`config.mk`:
```
export PLATFORM = sky130hd
export DESIGN_NAME = kalman_angle_bias_filter
export DESIGN_NICKNAME = d
export VERILOG_FILES = /design/src/sv/kabf_pkg.sv /design/src/sv/kabf_mul.sv /design/src/sv/kabf_div.sv /design/src/sv/kalman_angle_bias_filter.sv
export SDC_FILE = /design/constraint.sdc
export NUM_CORES = 2
export LEC_CHECK = 0
export ABC_AREA = 1
export BUFFER_PORTS_ARGS = -buffer_cell sky130_fd_sc_hd__buf_2
export CAP_MARGIN = 10
export CORE_ASPECT_RATIO = 0.8
export CORE_MARGIN = 1
export CORE_UTILIZATION = 41
export CTS_CLUSTER_SIZE = 16
export DETAILED_ROUTE_END_ITERATION = 8
export SETUP_SLACK_MARGIN = 0.3
export SLEW_MARGIN = 5
export SYNTH_ARGS = -nofsm -noshare
export SYNTH_HDL_FRONTEND = slang
export SYNTH_SLANG_ARGS = --single-unit
```
`constraint.sdc`:
```
create_clock -name clock -period 15.97 [get_ports clock]
set_input_delay 3.194 -clock clock [delete_from_list [all_inputs] [get_ports clock]]
set_output_delay 3.194 -clock clock [all_outputs]
set_load 0.05 [all_outputs]
```
`src/sv/kabf_pkg.sv`:
```
// kabf_pkg: shared types, constants and register indexes for the angle/bias kalman filter
// no dependencies
`default_nettype none
package kabf_pkg;
   localparam int WORD_WIDTH_DEF = 32;
   localparam int ANGLE_FRAC_DEF = 20;
   localparam int COV_FRAC_DEF = 28;
   localparam int DT_IN_FRAC = 28;
   localparam int CFG_WIDTH = 31;
   localparam int CSR_IDX_WIDTH = 2;

   localparam logic [CSR_IDX_WIDTH-1:0] CSR_ANGLE_NOISE = 2'd0;
   localparam logic [CSR_IDX_WIDTH-1:0] CSR_BIAS_NOISE = 2'd1;
   localparam logic [CSR_IDX_WIDTH-1:0] CSR_MEAS_NOISE = 2'd2;

   localparam logic [CFG_WIDTH-1:0] ANGLE_NOISE_RST = 31'd268435;
   localparam logic [CFG_WIDTH-1:0] BIAS_NOISE_RST = 31'd805306;
   localparam logic [CFG_WIDTH-1:0] MEAS_NOISE_RST = 31'd8053063;

   typedef struct packed {
      logic signed [31:0] measured_angle;
      logic signed [31:0] gyro_rate;
      logic [27:0] time_step;
   } req_word_type;

   typedef struct packed {
      logic signed [31:0] filtered_angle;
      logic signed [31:0] bias_estimate;
   } rsp_word_type;

   // control bits driven by the sequencer; start launches the divider
   typedef struct packed {
      logic start;
      logic is_div;
   } op_ctrl_type;
endpackage
`default_nettype wire

```
`src/sv/kabf_mul.sv`:
```
// kabf_mul: shared signed fixed-point multiplier, rounded and saturated; the raw product is registered
// depends on kabf_pkg
`default_nettype none
module kabf_mul #(
   parameter int WW = kabf_pkg::WORD_WIDTH_DEF,
   parameter int SH = kabf_pkg::COV_FRAC_DEF
) (
   input  wire logic                 clock,
   input  wire logic signed [WW-1:0] a,
   input  wire logic signed [WW-1:0] b,
   output logic signed [WW-1:0]      p
);
   import kabf_pkg::*;
   localparam int PW = 2 * WW;
   logic [WW-1:0] ma, mb;
   logic [PW-1:0] prod_ff, prod_in;
   logic neg_ff, neg_in;
   logic [PW:0] rnd;
   logic [PW:0] shd;
   logic [WW-1:0] maxp, maxn;
   always_comb begin
      ma = a[WW-1] ? WW'(-a) : WW'(a);
      mb = b[WW-1] ? WW'(-b) : WW'(b);
      prod_in = PW'(ma) * PW'(mb);
      neg_in = a[WW-1] ^ b[WW-1];
   end
   always_ff @(posedge clock) begin
      prod_ff <= prod_in;
      neg_ff <= neg_in;
   end
   always_comb begin
      maxp = {1'b0, {(WW-1){1'b1}}};
      maxn = {1'b1, {(WW-1){1'b0}}};
      rnd = {1'b0, prod_ff} + ((PW+1)'(1) << (SH - 1));
      shd = rnd >> SH;
      if (neg_ff) begin
         p = (shd > (PW+1)'(maxn)) ? maxn : WW'(-shd[WW-1:0]);
      end else begin
         p = (shd > (PW+1)'(maxp)) ? maxp : shd[WW-1:0];
      end
   end
endmodule
`default_nettype wire

```
`src/sv/kabf_div.sv`:
```
// kabf_div: restoring divider, one quotient bit per cycle, (n << sh) / d saturated
// depends on kabf_pkg
`default_nettype none
module kabf_div #(
   parameter int WW = kabf_pkg::WORD_WIDTH_DEF,
   parameter int SH = kabf_pkg::COV_FRAC_DEF
) (
   input  wire logic                 clock,
   input  wire logic                 reset,
   input  wire logic                 start,
   input  wire logic signed [WW-1:0] n,
   input  wire logic signed [WW-1:0] d,
   output logic                      done,
   output logic signed [WW-1:0]      q
);
   import kabf_pkg::*;
   localparam int NB = WW + SH;
   localparam int CW = $clog2(NB + 1);
   logic [NB-1:0] num_ff, num_in;
   logic [WW:0] rem_ff, rem_in, trial;
   logic [WW:0] quo_ff, quo_in;
   logic ovf_ff, ovf_in, neg_ff, neg_in, zero_ff, zero_in;
   logic [WW-1:0] den_ff, den_in;
   logic [CW-1:0] cnt_ff, cnt_in;
   logic busy_ff, busy_in;
   logic [WW-1:0] un, ud, maxp, maxn;
   always_comb begin
      un = n[WW-1] ? WW'(-n) : WW'(n);
      ud = d[WW-1] ? WW'(-d) : WW'(d);
      num_in = num_ff; rem_in = rem_ff; quo_in = quo_ff; ovf_in = ovf_ff;
      neg_in = neg_ff; zero_in = zero_ff; den_in = den_ff; cnt_in = cnt_ff;
      busy_in = busy_ff; done = 1'b0;
      trial = {rem_ff[WW-1:0], num_ff[NB-1]};
      if (start) begin
         num_in = {un, {SH{1'b0}}};
         den_in = ud; rem_in = '0; quo_in = '0; ovf_in = 1'b0;
         neg_in = n[WW-1] ^ d[WW-1]; zero_in = (ud == '0);
         cnt_in = CW'(NB); busy_in = 1'b1;
      end else if (busy_ff) begin
         if (cnt_ff == '0) begin
            busy_in = 1'b0; done = 1'b1;
         end else begin
            num_in = num_ff << 1;
            if (trial >= {1'b0, den_ff}) begin
               rem_in = trial - {1'b0, den_ff};
               quo_in = {quo_ff[WW-1:0], 1'b1};
            end else begin
               rem_in = trial;
               quo_in = {quo_ff[WW-1:0], 1'b0};
            end
            if (quo_ff[WW] || quo_ff[WW-1]) ovf_in = 1'b1;
            cnt_in = cnt_ff - 1'b1;
         end
      end
      maxp = {1'b0, {(WW-1){1'b1}}};
      maxn = {1'b1, {(WW-1){1'b0}}};
      if (zero_ff) q = '0;
      else if (neg_ff) q = (ovf_ff || quo_ff > {1'b0, maxn}) ? maxn : WW'(-quo_ff[WW-1:0]);
      else q = (ovf_ff || quo_ff > {1'b0, maxp}) ? maxp : quo_ff[WW-1:0];
   end
   always_ff @(posedge clock) begin
      if (reset) begin
         busy_ff <= 1'b0;
      end else begin
         busy_ff <= busy_in;
      end
      num_ff <= num_in; rem_ff <= rem_in; quo_ff <= quo_in; ovf_ff <= ovf_in;
      neg_ff <= neg_in; zero_ff <= zero_in; den_ff <= den_in; cnt_ff <= cnt_in;
   end
endmodule
`default_nettype wire

```
`src/sv/kalman_angle_bias_filter.sv`:
```
// Two-state angle / gyro-bias kalman filter, fixed point. After a sample is accepted, a
// sequencer walks the equations through one shared multiplier, one product per step, and
// a bit-serial divider that runs twice per sample for the two gains. The result waits in
// an output register, so ready is low only while a sample is in flight; a new sample is
// accepted only once the previous one is through, and the last step holds while a result
// is unread. No clearing pass after reset.
// depends on kabf_pkg, kabf_mul, kabf_div
`default_nettype none
module kalman_angle_bias_filter #(
   parameter int WORD_WIDTH = kabf_pkg::WORD_WIDTH_DEF,
   parameter int ANGLE_FRAC_BITS = kabf_pkg::ANGLE_FRAC_DEF,
   parameter int COV_FRAC_BITS = kabf_pkg::COV_FRAC_DEF
) (
   input  wire logic                                clock,
   input  wire logic                                reset,
   input  wire logic                                req_valid,
   output logic                                     req_ready,
   input  wire kabf_pkg::req_word_type              req_word,
   output logic                                     rsp_valid,
   input  wire logic                                rsp_ready,
   output kabf_pkg::rsp_word_type                   rsp_word,
   input  wire logic                                csr_write,
   input  wire logic [kabf_pkg::CSR_IDX_WIDTH-1:0]  csr_index,
   input  wire logic [kabf_pkg::CFG_WIDTH-1:0]      csr_data
);
   import kabf_pkg::*;
   localparam int WW = WORD_WIDTH;
   localparam int SHD = COV_FRAC_BITS - DT_IN_FRAC;
   localparam logic signed [WW-1:0] WMAX = {1'b0, {(WW-1){1'b1}}};
   localparam logic signed [WW-1:0] WMIN = {1'b1, {(WW-1){1'b0}}};

   localparam logic [4:0] S_IDLE = 5'd0, S_M1 = 5'd1, S_M2 = 5'd2, S_M3 = 5'd3,
      S_M4 = 5'd4, S_M5 = 5'd5, S_D0 = 5'd6, S_D0W = 5'd7, S_D1 = 5'd8, S_D1W = 5'd9,
      S_M6 = 5'd10, S_M7 = 5'd11, S_M8 = 5'd12, S_M9 = 5'd13, S_M10 = 5'd14,
      S_M11 = 5'd15, S_OUT = 5'd16;

   logic [4:0] st_ff, st_in;
   logic [1:0] ph_ff, ph_in;
   logic signed [WW-1:0] ang_ff, ang_in, bias_ff, bias_in;
   logic signed [WW-1:0] p00_ff, p00_in, p01_ff, p01_in, p10_ff, p10_in, p11_ff, p11_in;
   logic signed [WW-1:0] dt_ff, dt_in, rate_ff, rate_in, meas_ff, meas_in;
   logic signed [WW-1:0] y_ff, y_in, k0_ff, k0_in, k1_ff, k1_in, t_ff, t_in;
   logic signed [WW-1:0] pa_ff, pa_in, pb_ff, pb_in, s_ff, s_in;
   logic [CFG_WIDTH-1:0] qa_ff, qb_ff, rm_ff;
   logic signed [WW-1:0] ma, mb, mp, dn, dd, dq;
   op_ctrl_type dctl;
   logic ddone;
   logic rv_ff, rv_in;
   rsp_word_type rw_ff, rw_in;

   function automatic logic signed [WW-1:0] sadd(input logic signed [WW-1:0] x,
                                                  input logic signed [WW-1:0] y2,
                                                  input logic sub);
      logic signed [WW:0] r;
      begin
         r = sub ? ((WW+1)'(x) - (WW+1)'(y2)) : ((WW+1)'(x) + (WW+1)'(y2));
         if (r > (WW+1)'(WMAX)) sadd = WMAX;
         else if (r < (WW+1)'(WMIN)) sadd = WMIN;
         else sadd = r[WW-1:0];
      end
   endfunction

   // m - c1 - c2 + nz at full width, saturated once
   function automatic logic signed [WW-1:0] tsum(input logic signed [WW-1:0] m,
                                                  input logic signed [WW-1:0] c1,
                                                  input logic signed [WW-1:0] c2,
                                                  input logic signed [WW-1:0] nz);
      logic signed [WW+2:0] r;
      begin
         r = (WW+3)'(m) - (WW+3)'(c1) - (WW+3)'(c2) + (WW+3)'(nz);
         if (r > (WW+3)'(WMAX)) tsum = WMAX;
         else if (r < (WW+3)'(WMIN)) tsum = WMIN;
         else tsum = r[WW-1:0];
      end
   endfunction

   function automatic logic signed [WW-1:0] from32(input logic [31:0] v);
      logic signed [63:0] e;
      begin
         e = 64'(signed'(v));
         if (e > 64'(WMAX)) from32 = WMAX;
         else if (e < 64'(WMIN)) from32 = WMIN;
         else from32 = WW'(e);
      end
   endfunction

   function automatic logic [31:0] to32(input logic signed [WW-1:0] v);
      logic signed [63:0] e;
      begin
         e = 64'(v);
         if (e > 64'sh7FFFFFFF) to32 = 32'h7FFFFFFF;
         else if (e < -64'sh80000000) to32 = 32'h80000000;
         else to32 = e[31:0];
      end
   endfunction

   function automatic logic signed [WW-1:0] cfgw(input logic [CFG_WIDTH-1:0] v);
      logic [63:0] e;
      begin
         e = 64'(v);
         cfgw = (e > 64'(WMAX)) ? WMAX : WW'(e);
      end
   endfunction

   function automatic logic signed [WW-1:0] dtconv(input logic [27:0] v);
      logic [127:0] e;
      begin
         e = 128'(v);
         if (SHD >= 0) e = e << SHD;
         else e = e >> (-SHD);
         dtconv = (e > 128'(WMAX)) ? WMAX : WW'(e);
      end
   endfunction

   kabf_mul #(.WW(WW), .SH(COV_FRAC_BITS)) u_mul (
      .clock(clock), .a(ma), .b(mb), .p(mp));

   kabf_div #(.WW(WW), .SH(COV_FRAC_BITS)) u_div (
      .clock(clock), .reset(reset), .start(dctl.start), .n(dn), .d(dd),
      .done(ddone), .q(dq));

   always_ff @(posedge clock) begin
      if (reset) begin
         qa_ff <= ANGLE_NOISE_RST; qb_ff <= BIAS_NOISE_RST; rm_ff <= MEAS_NOISE_RST;
      end else if (csr_write) begin
         unique case (csr_index)
            CSR_ANGLE_NOISE: qa_ff <= csr_data;
            CSR_BIAS_NOISE: qb_ff <= csr_data;
            CSR_MEAS_NOISE: rm_ff <= csr_data;
            default: ;
         endcase
      end
   end

   assign req_ready = (st_ff == S_IDLE);
   assign rsp_valid = rv_ff;
   assign rsp_word = rw_ff;

   always_comb begin
      st_in = st_ff; ph_in = ph_ff;
      ang_in = ang_ff; bias_in = bias_ff;
      p00_in = p00_ff; p01_in = p01_ff; p10_in = p10_ff; p11_in = p11_ff;
      dt_in = dt_ff; rate_in = rate_ff; meas_in = meas_ff; y_in = y_ff;
      k0_in = k0_ff; k1_in = k1_ff; t_in = t_ff; pa_in = pa_ff; pb_in = pb_ff;
      s_in = s_ff;
      rv_in = rv_ff; rw_in = rw_ff;
      ma = dt_ff; mb = rate_ff;
      dctl = '0; dn = p00_ff; dd = s_ff;
      if (rv_ff && rsp_ready) rv_in = 1'b0;
      ph_in = (ph_ff == 2'd2) ? 2'd0 : ph_ff + 2'd1;
      unique case (st_ff)
         S_IDLE: begin
            ph_in = 2'd0;
            if (req_valid && req_ready) begin
               meas_in = from32(req_word.measured_angle);
               dt_in = dtconv(req_word.time_step);
               rate_in = sadd(from32(req_word.gyro_rate), bias_ff, 1'b1);
               st_in = S_M1;
            end
         end
         S_M1: begin
            ma = dt_ff; mb = rate_ff;
            if (ph_ff == 2'd2) begin
               ang_in = sadd(ang_ff, mp, 1'b0); st_in = S_M2;
            end
         end
         S_M2: begin
            ma = dt_ff; mb = p11_ff;
            if (ph_ff == 2'd2) begin
               t_in = tsum(mp, p01_ff, p10_ff, cfgw(qa_ff));
               p01_in = sadd(p01_ff, mp, 1'b1);
               p10_in = sadd(p10_ff, mp, 1'b1);
               st_in = S_M3;
            end
         end
         S_M3: begin
            ma = dt_ff; mb = t_ff;
            if (ph_ff == 2'd2) begin
               p00_in = sadd(p00_ff, mp, 1'b0); st_in = S_M4;
            end
         end
         S_M4: begin
            ma = cfgw(qb_ff); mb = dt_ff;
            if (ph_ff == 2'd2) begin
               p11_in = sadd(p11_ff, mp, 1'b0); st_in = S_M5;
            end
         end
         S_M5: begin
            y_in = sadd(meas_ff, ang_ff, 1'b1);
            s_in = sadd(p00_ff, cfgw(rm_ff), 1'b0);
            pa_in = p00_ff; pb_in = p01_ff;
            st_in = S_D0;
         end
         S_D0: begin
            dctl.start = 1'b1; dn = p00_ff; st_in = S_D0W;
         end
         S_D0W: begin
            if (ddone) begin
               k0_in = dq; st_in = S_D1;
            end
         end
         S_D1: begin
            dctl.start = 1'b1; dn = p10_ff; st_in = S_D1W;
         end
         S_D1W: begin
            ph_in = 2'd0;
            if (ddone) begin
               k1_in = dq; st_in = S_M6;
            end
         end
         S_M6: begin
            ma = k0_ff; mb = y_ff;
            if (ph_ff == 2'd2) begin
               ang_in = sadd(ang_ff, mp, 1'b0); st_in = S_M7;
            end
         end
         S_M7: begin
            ma = k1_ff; mb = y_ff;
            if (ph_ff == 2'd2) begin
               bias_in = sadd(bias_ff, mp, 1'b0); st_in = S_M8;
            end
         end
         S_M8: begin
            ma = k0_ff; mb = pa_ff;
            if (ph_ff == 2'd2) begin
               p00_in = sadd(p00_ff, mp, 1'b1); st_in = S_M9;
            end
         end
         S_M9: begin
            ma = k0_ff; mb = pb_ff;
            if (ph_ff == 2'd2) begin
               p01_in = sadd(p01_ff, mp, 1'b1); st_in = S_M10;
            end
         end
         S_M10: begin
            ma = k1_ff; mb = pa_ff;
            if (ph_ff == 2'd2) begin
               p10_in = sadd(p10_ff, mp, 1'b1); st_in = S_M11;
            end
         end
         S_M11: begin
            ma = k1_ff; mb = pb_ff;
            if (ph_ff == 2'd2) begin
               p11_in = sadd(p11_ff, mp, 1'b1); st_in = S_OUT;
            end
         end
         S_OUT: begin
            if (!rv_ff || rsp_ready) begin
               rw_in.filtered_angle = to32(ang_ff);
               rw_in.bias_estimate = to32(bias_ff);
               rv_in = 1'b1;
               st_in = S_IDLE;
            end
         end
         default: st_in = S_IDLE;
      endcase
   end

   always_ff @(posedge clock) begin
      if (reset) begin
         st_ff <= S_IDLE; ph_ff <= 2'd0; rv_ff <= 1'b0;
         ang_ff <= '0; bias_ff <= '0;
         p00_ff <= '0; p01_ff <= '0; p10_ff <= '0; p11_ff <= '0;
      end else begin
         st_ff <= st_in; ph_ff <= ph_in; rv_ff <= rv_in;
         ang_ff <= ang_in; bias_ff <= bias_in;
         p00_ff <= p00_in; p01_ff <= p01_in; p10_ff <= p10_in; p11_ff <= p11_in;
      end
      dt_ff <= dt_in; rate_ff <= rate_in; meas_ff <= meas_in; y_ff <= y_in;
      k0_ff <= k0_in; k1_ff <= k1_in; t_ff <= t_in; pa_ff <= pa_in; pb_ff <= pb_in;
      s_ff <= s_in; rw_ff <= rw_in;
   end

`ifndef SYNTH
   a_no_accept_busy: assert property (@(posedge clock) disable iff (reset)
      (st_ff != S_IDLE) |-> !req_ready) else $error("accept while busy");
   a_out_sets_valid: assert property (@(posedge clock) disable iff (reset)
      (st_ff == S_OUT) |=> rsp_valid) else $error("result lost");
   a_accept_starts: assert property (@(posedge clock) disable iff (reset)
      (req_valid && req_ready) |=> (st_ff == S_M1)) else $error("sequencer did not start");
`endif
endmodule
`default_nettype wire
```
==> summary.txt <==
STA
  • Slew HR: 0.0975
  • Final WS setup: around 3.4 ns
  • Final hold vios: 0
  • Fin crit period: 12.54 ns
  • Period utilization: 0.785
  • Fmax: 79.7 MHz
  • Final Max Slew Viols: 0
  • RSZ-0062 raised after global routing: false
  • Worst-margin pin slew: 1.35 ns
  • Setup TNS: 0 ns
  • Final setup viols: 0
  • Clock Skews: ~0.078 ns

Finish
  • Layout area overhead: 7.40%
  • Multi-input gate area: 66300 µm²
  • Nets@finish: between 15k and 20k
  • Register area: roughly 21000 µm²
  • Fin cells: about 16k
  • Fillers: 24.5k
  • Layout cells sized above 1: 0.0577

Clock tree
  • CTS tree: yes
  • CTS Buf Count: just under 100
  • Hold_buf cts: 0
  • Sink Count: between 800 and 900
  • H-tree depth: 3
  • Clock Tree Buf Depth: 3
  • Worst skew pair latency: 0.79 ns
  • Resized Gates After CTS: 0
  • Root buf cell: clkbuf_16
  • Clock slew at reported path FFs: 0.06 ns
  • Setup bufs post-CTS: 0

Detailed routing
  • Vias post-DR: 90.9k
  • DRC: 0
  • Number of vias per cell: 5.52
  • First DRT Iteration DRCs: between 10k and 15k
  • WL/cell: 24.0 µm
  • Final WL: between 300000 and 400000 µm
  • Detailed Routing Iterations Pass 1: 6
  • Post-route ant nets: 0

Synthesis
  • Post-synth EDFFs: 446
  • Net Count, Synth: about 15k
  • Top-count cell post-synth: nand2_1
  • Synth area leaders: fa_1, edfxtp_1, nand2_1
  • Synth Instances: 13.3k
  • Post-synth ARST share: 0
  • Share of the synthesized area in the top cell type: 0.197
  • Leading area contributor after synthesis: fa_1
  • Top_reg_cell synth: edfxtp_1
  • Synth Warn #: 0
  • Library cells used by synthesis: just under 80
  • Post-synth top cells: nand2_1, inv_1, nor2_1
  • Mean Syn Cell Area: 7.41 µm²
  • Post-Syn Area: between 90000 and 100000 µm²
  • Seq/Total Area, Yosys: 0.218
  • Synth Register Bits: 850

Global routing
  • Total GRT Usage: 0.323
  • Gr ovfl total: 0
  • Largest net degree at the start of global routing: 79
  • Vias in the first global route: 86.0k
  • First-pass GRT wire length: 577000 µm
  • Initial antenna violation count: 20

Setup path
  • Worst path arrival time: around 13 ns
  • CP bufs+invs: 8
  • Worst Setup EP: u_mul.prod_ff[55]$_DFF_P_
  • Crit path from: st_ff[2]$_SDFFE_PP0P_
  • Critical path depth: 41
  • Worst reg2reg path depth: 41
  • Critical R2R Launch: st_ff[2]$_SDFFE_PP0P_
  • R2R setup slack: 3.43 ns
  • Worst path required time: 16.58 ns
  • Kind of critical path: flip-flop to flip-flop
  • Worst-path fanout max: 42
  • Family with the most delay on the worst path: adder cells
  • Worst r2r dst: u_mul.prod_ff[55]$_DFF_P_
  • CP max stage delay: 0.77 ns
  • Critical path startpoint category: flip-flop
  • Most used cell, CP: fa_1
  • CP endpoint kind: flip-flop
  • CP max stage cell: nand2_2

Die
  • Row cnt: 160
  • Core Area: 238000 µm²
  • Total Die Area: 242000 µm²
  • I/O pin total: 196
  • Initial Util: 0.414
  • Die W: 550 µm
  • Die H: 440 µm

Outcome
  • Outcome: completed

Placed design
  • GP Congestion: approximately 1.0
  • Placed Cells: ~16k
  • Pre-CTS setup slack: approximately 3.8 ns
  • Port bufs: 195
  • Final HPWL DP: 310000 µm

Run
  • Max Cap Violations: 0

Hold path
  • Worst Hold Class: flip-flop to flip-flop
-- kinds of logic (layout without fill, tap and decap cells) --
group / after synthesis / after routing / share of synthesized area
AO/OA/AOI/OAI: 1990 / 1990 / 0.112
buffers and inverters: 2774 / 2768 / 0.111
other: 0 / 8 / 0
flip-flops: 850 / 850 / 0.218
adder cells (fa/ha/maj): 1666 / 1666 / 0.285
XOR/XNOR: 483 / 483 / 0.0432
AND/OR/NAND/NOR: 5531 / 5531 / 0.231
-- worst min path at each step --
stage                                      to  slack, ns                 from  cells after the start
after global placement    ph_ff[0]$_SDFF_PP0_       0.40  ph_ff[0]$_SDFF_PP0_                      1
after detailed placement  ph_ff[0]$_SDFF_PP0_       0.41  ph_ff[0]$_SDFF_PP0_                      1
final                     ph_ff[0]$_SDFF_PP0_       0.42  ph_ff[0]$_SDFF_PP0_                      1
after floorplan           ph_ff[0]$_SDFF_PP0_       0.39  ph_ff[0]$_SDFF_PP0_                      1
after global routing      ph_ff[0]$_SDFF_PP0_       0.44  ph_ff[0]$_SDFF_PP0_                      1
after CTS                 ph_ff[0]$_SDFF_PP0_       0.42  ph_ff[0]$_SDFF_PP0_                      1
-- cells in the final DEF, fill, tap and decap left out, drive strengths merged, types with 50 or more instances in the layout --
master / synthesis / layout
fa: 970 / 970
o21a: 50 / 50
nor4: 60 / 60
a21oi: 872 / 872
a31oi: 50 / 50
dfxtp: 404 / 404
edfxtp: 446 / 446
buf: 205 / 369
nand4: 117 / 117
nand2: 2976 / 2976
nor3: 160 / 160
xnor2: 102 / 102
o21ai: 719 / 719
nand3: 440 / 440
nor2: 1691 / 1691
xor2: 381 / 381
inv: 2213 / 2217
ha: 696 / 696
clkbuf: 352 / 134
-- layer usage --
layer	vias up	global-route usage	part of all wire
met5	-	0	0.00015
met4	10	0.121	0.044
met3	737	0.0860	0.12
met2	4568	0.462	0.40
met1	43800	0.461	0.43
li1	41800	-	-
-- flip-flops by register name, indices dropped and copies added, names as in the netlist, 32 cells and up --
signal	cells
y_ff	32
u_div.rem_ff	32
k1_ff	32
p11_ff	32
u_div.num_ff	32
pb_ff	32
u_div.den_ff	32
p01_ff	32
p00_ff	32
p10_ff	32
u_div.quo_ff	33
u_mul.prod_ff	37
k0_ff	32
t_ff	32
rate_ff	32
pa_ff	32
rsp_word	64
meas_ff	32
ang_ff	32
dd	32
bias_ff	32
-- layout make-up --
type | count | share of cell area
repair buffers | 369 | 0.0216
multi-input cells | 9670 | 0.626
diodes | 8 | 0.000189
flip-flops and latches | 850 | 0.203
clock inverters | 48 | 0.00687
clock buffers | 134 | 0.0258
inverters | 2217 | 0.0788
well taps | 3159 | 0.0373
-- per-stage QoR --
stage                util  hold WS, ns  area (µm²)
floorplan               -        0.392       98500
global placement    0.430        0.405      102000
detailed placement  0.430        0.412      102000
CTS                 0.444        0.420      106000
global route        0.444        0.444      106000
finish              0.444        0.421      106000
Power is left out: the tool's default activity adds up to more than one toggle a clock period on the data nets, which glitch-free logic cannot reach.
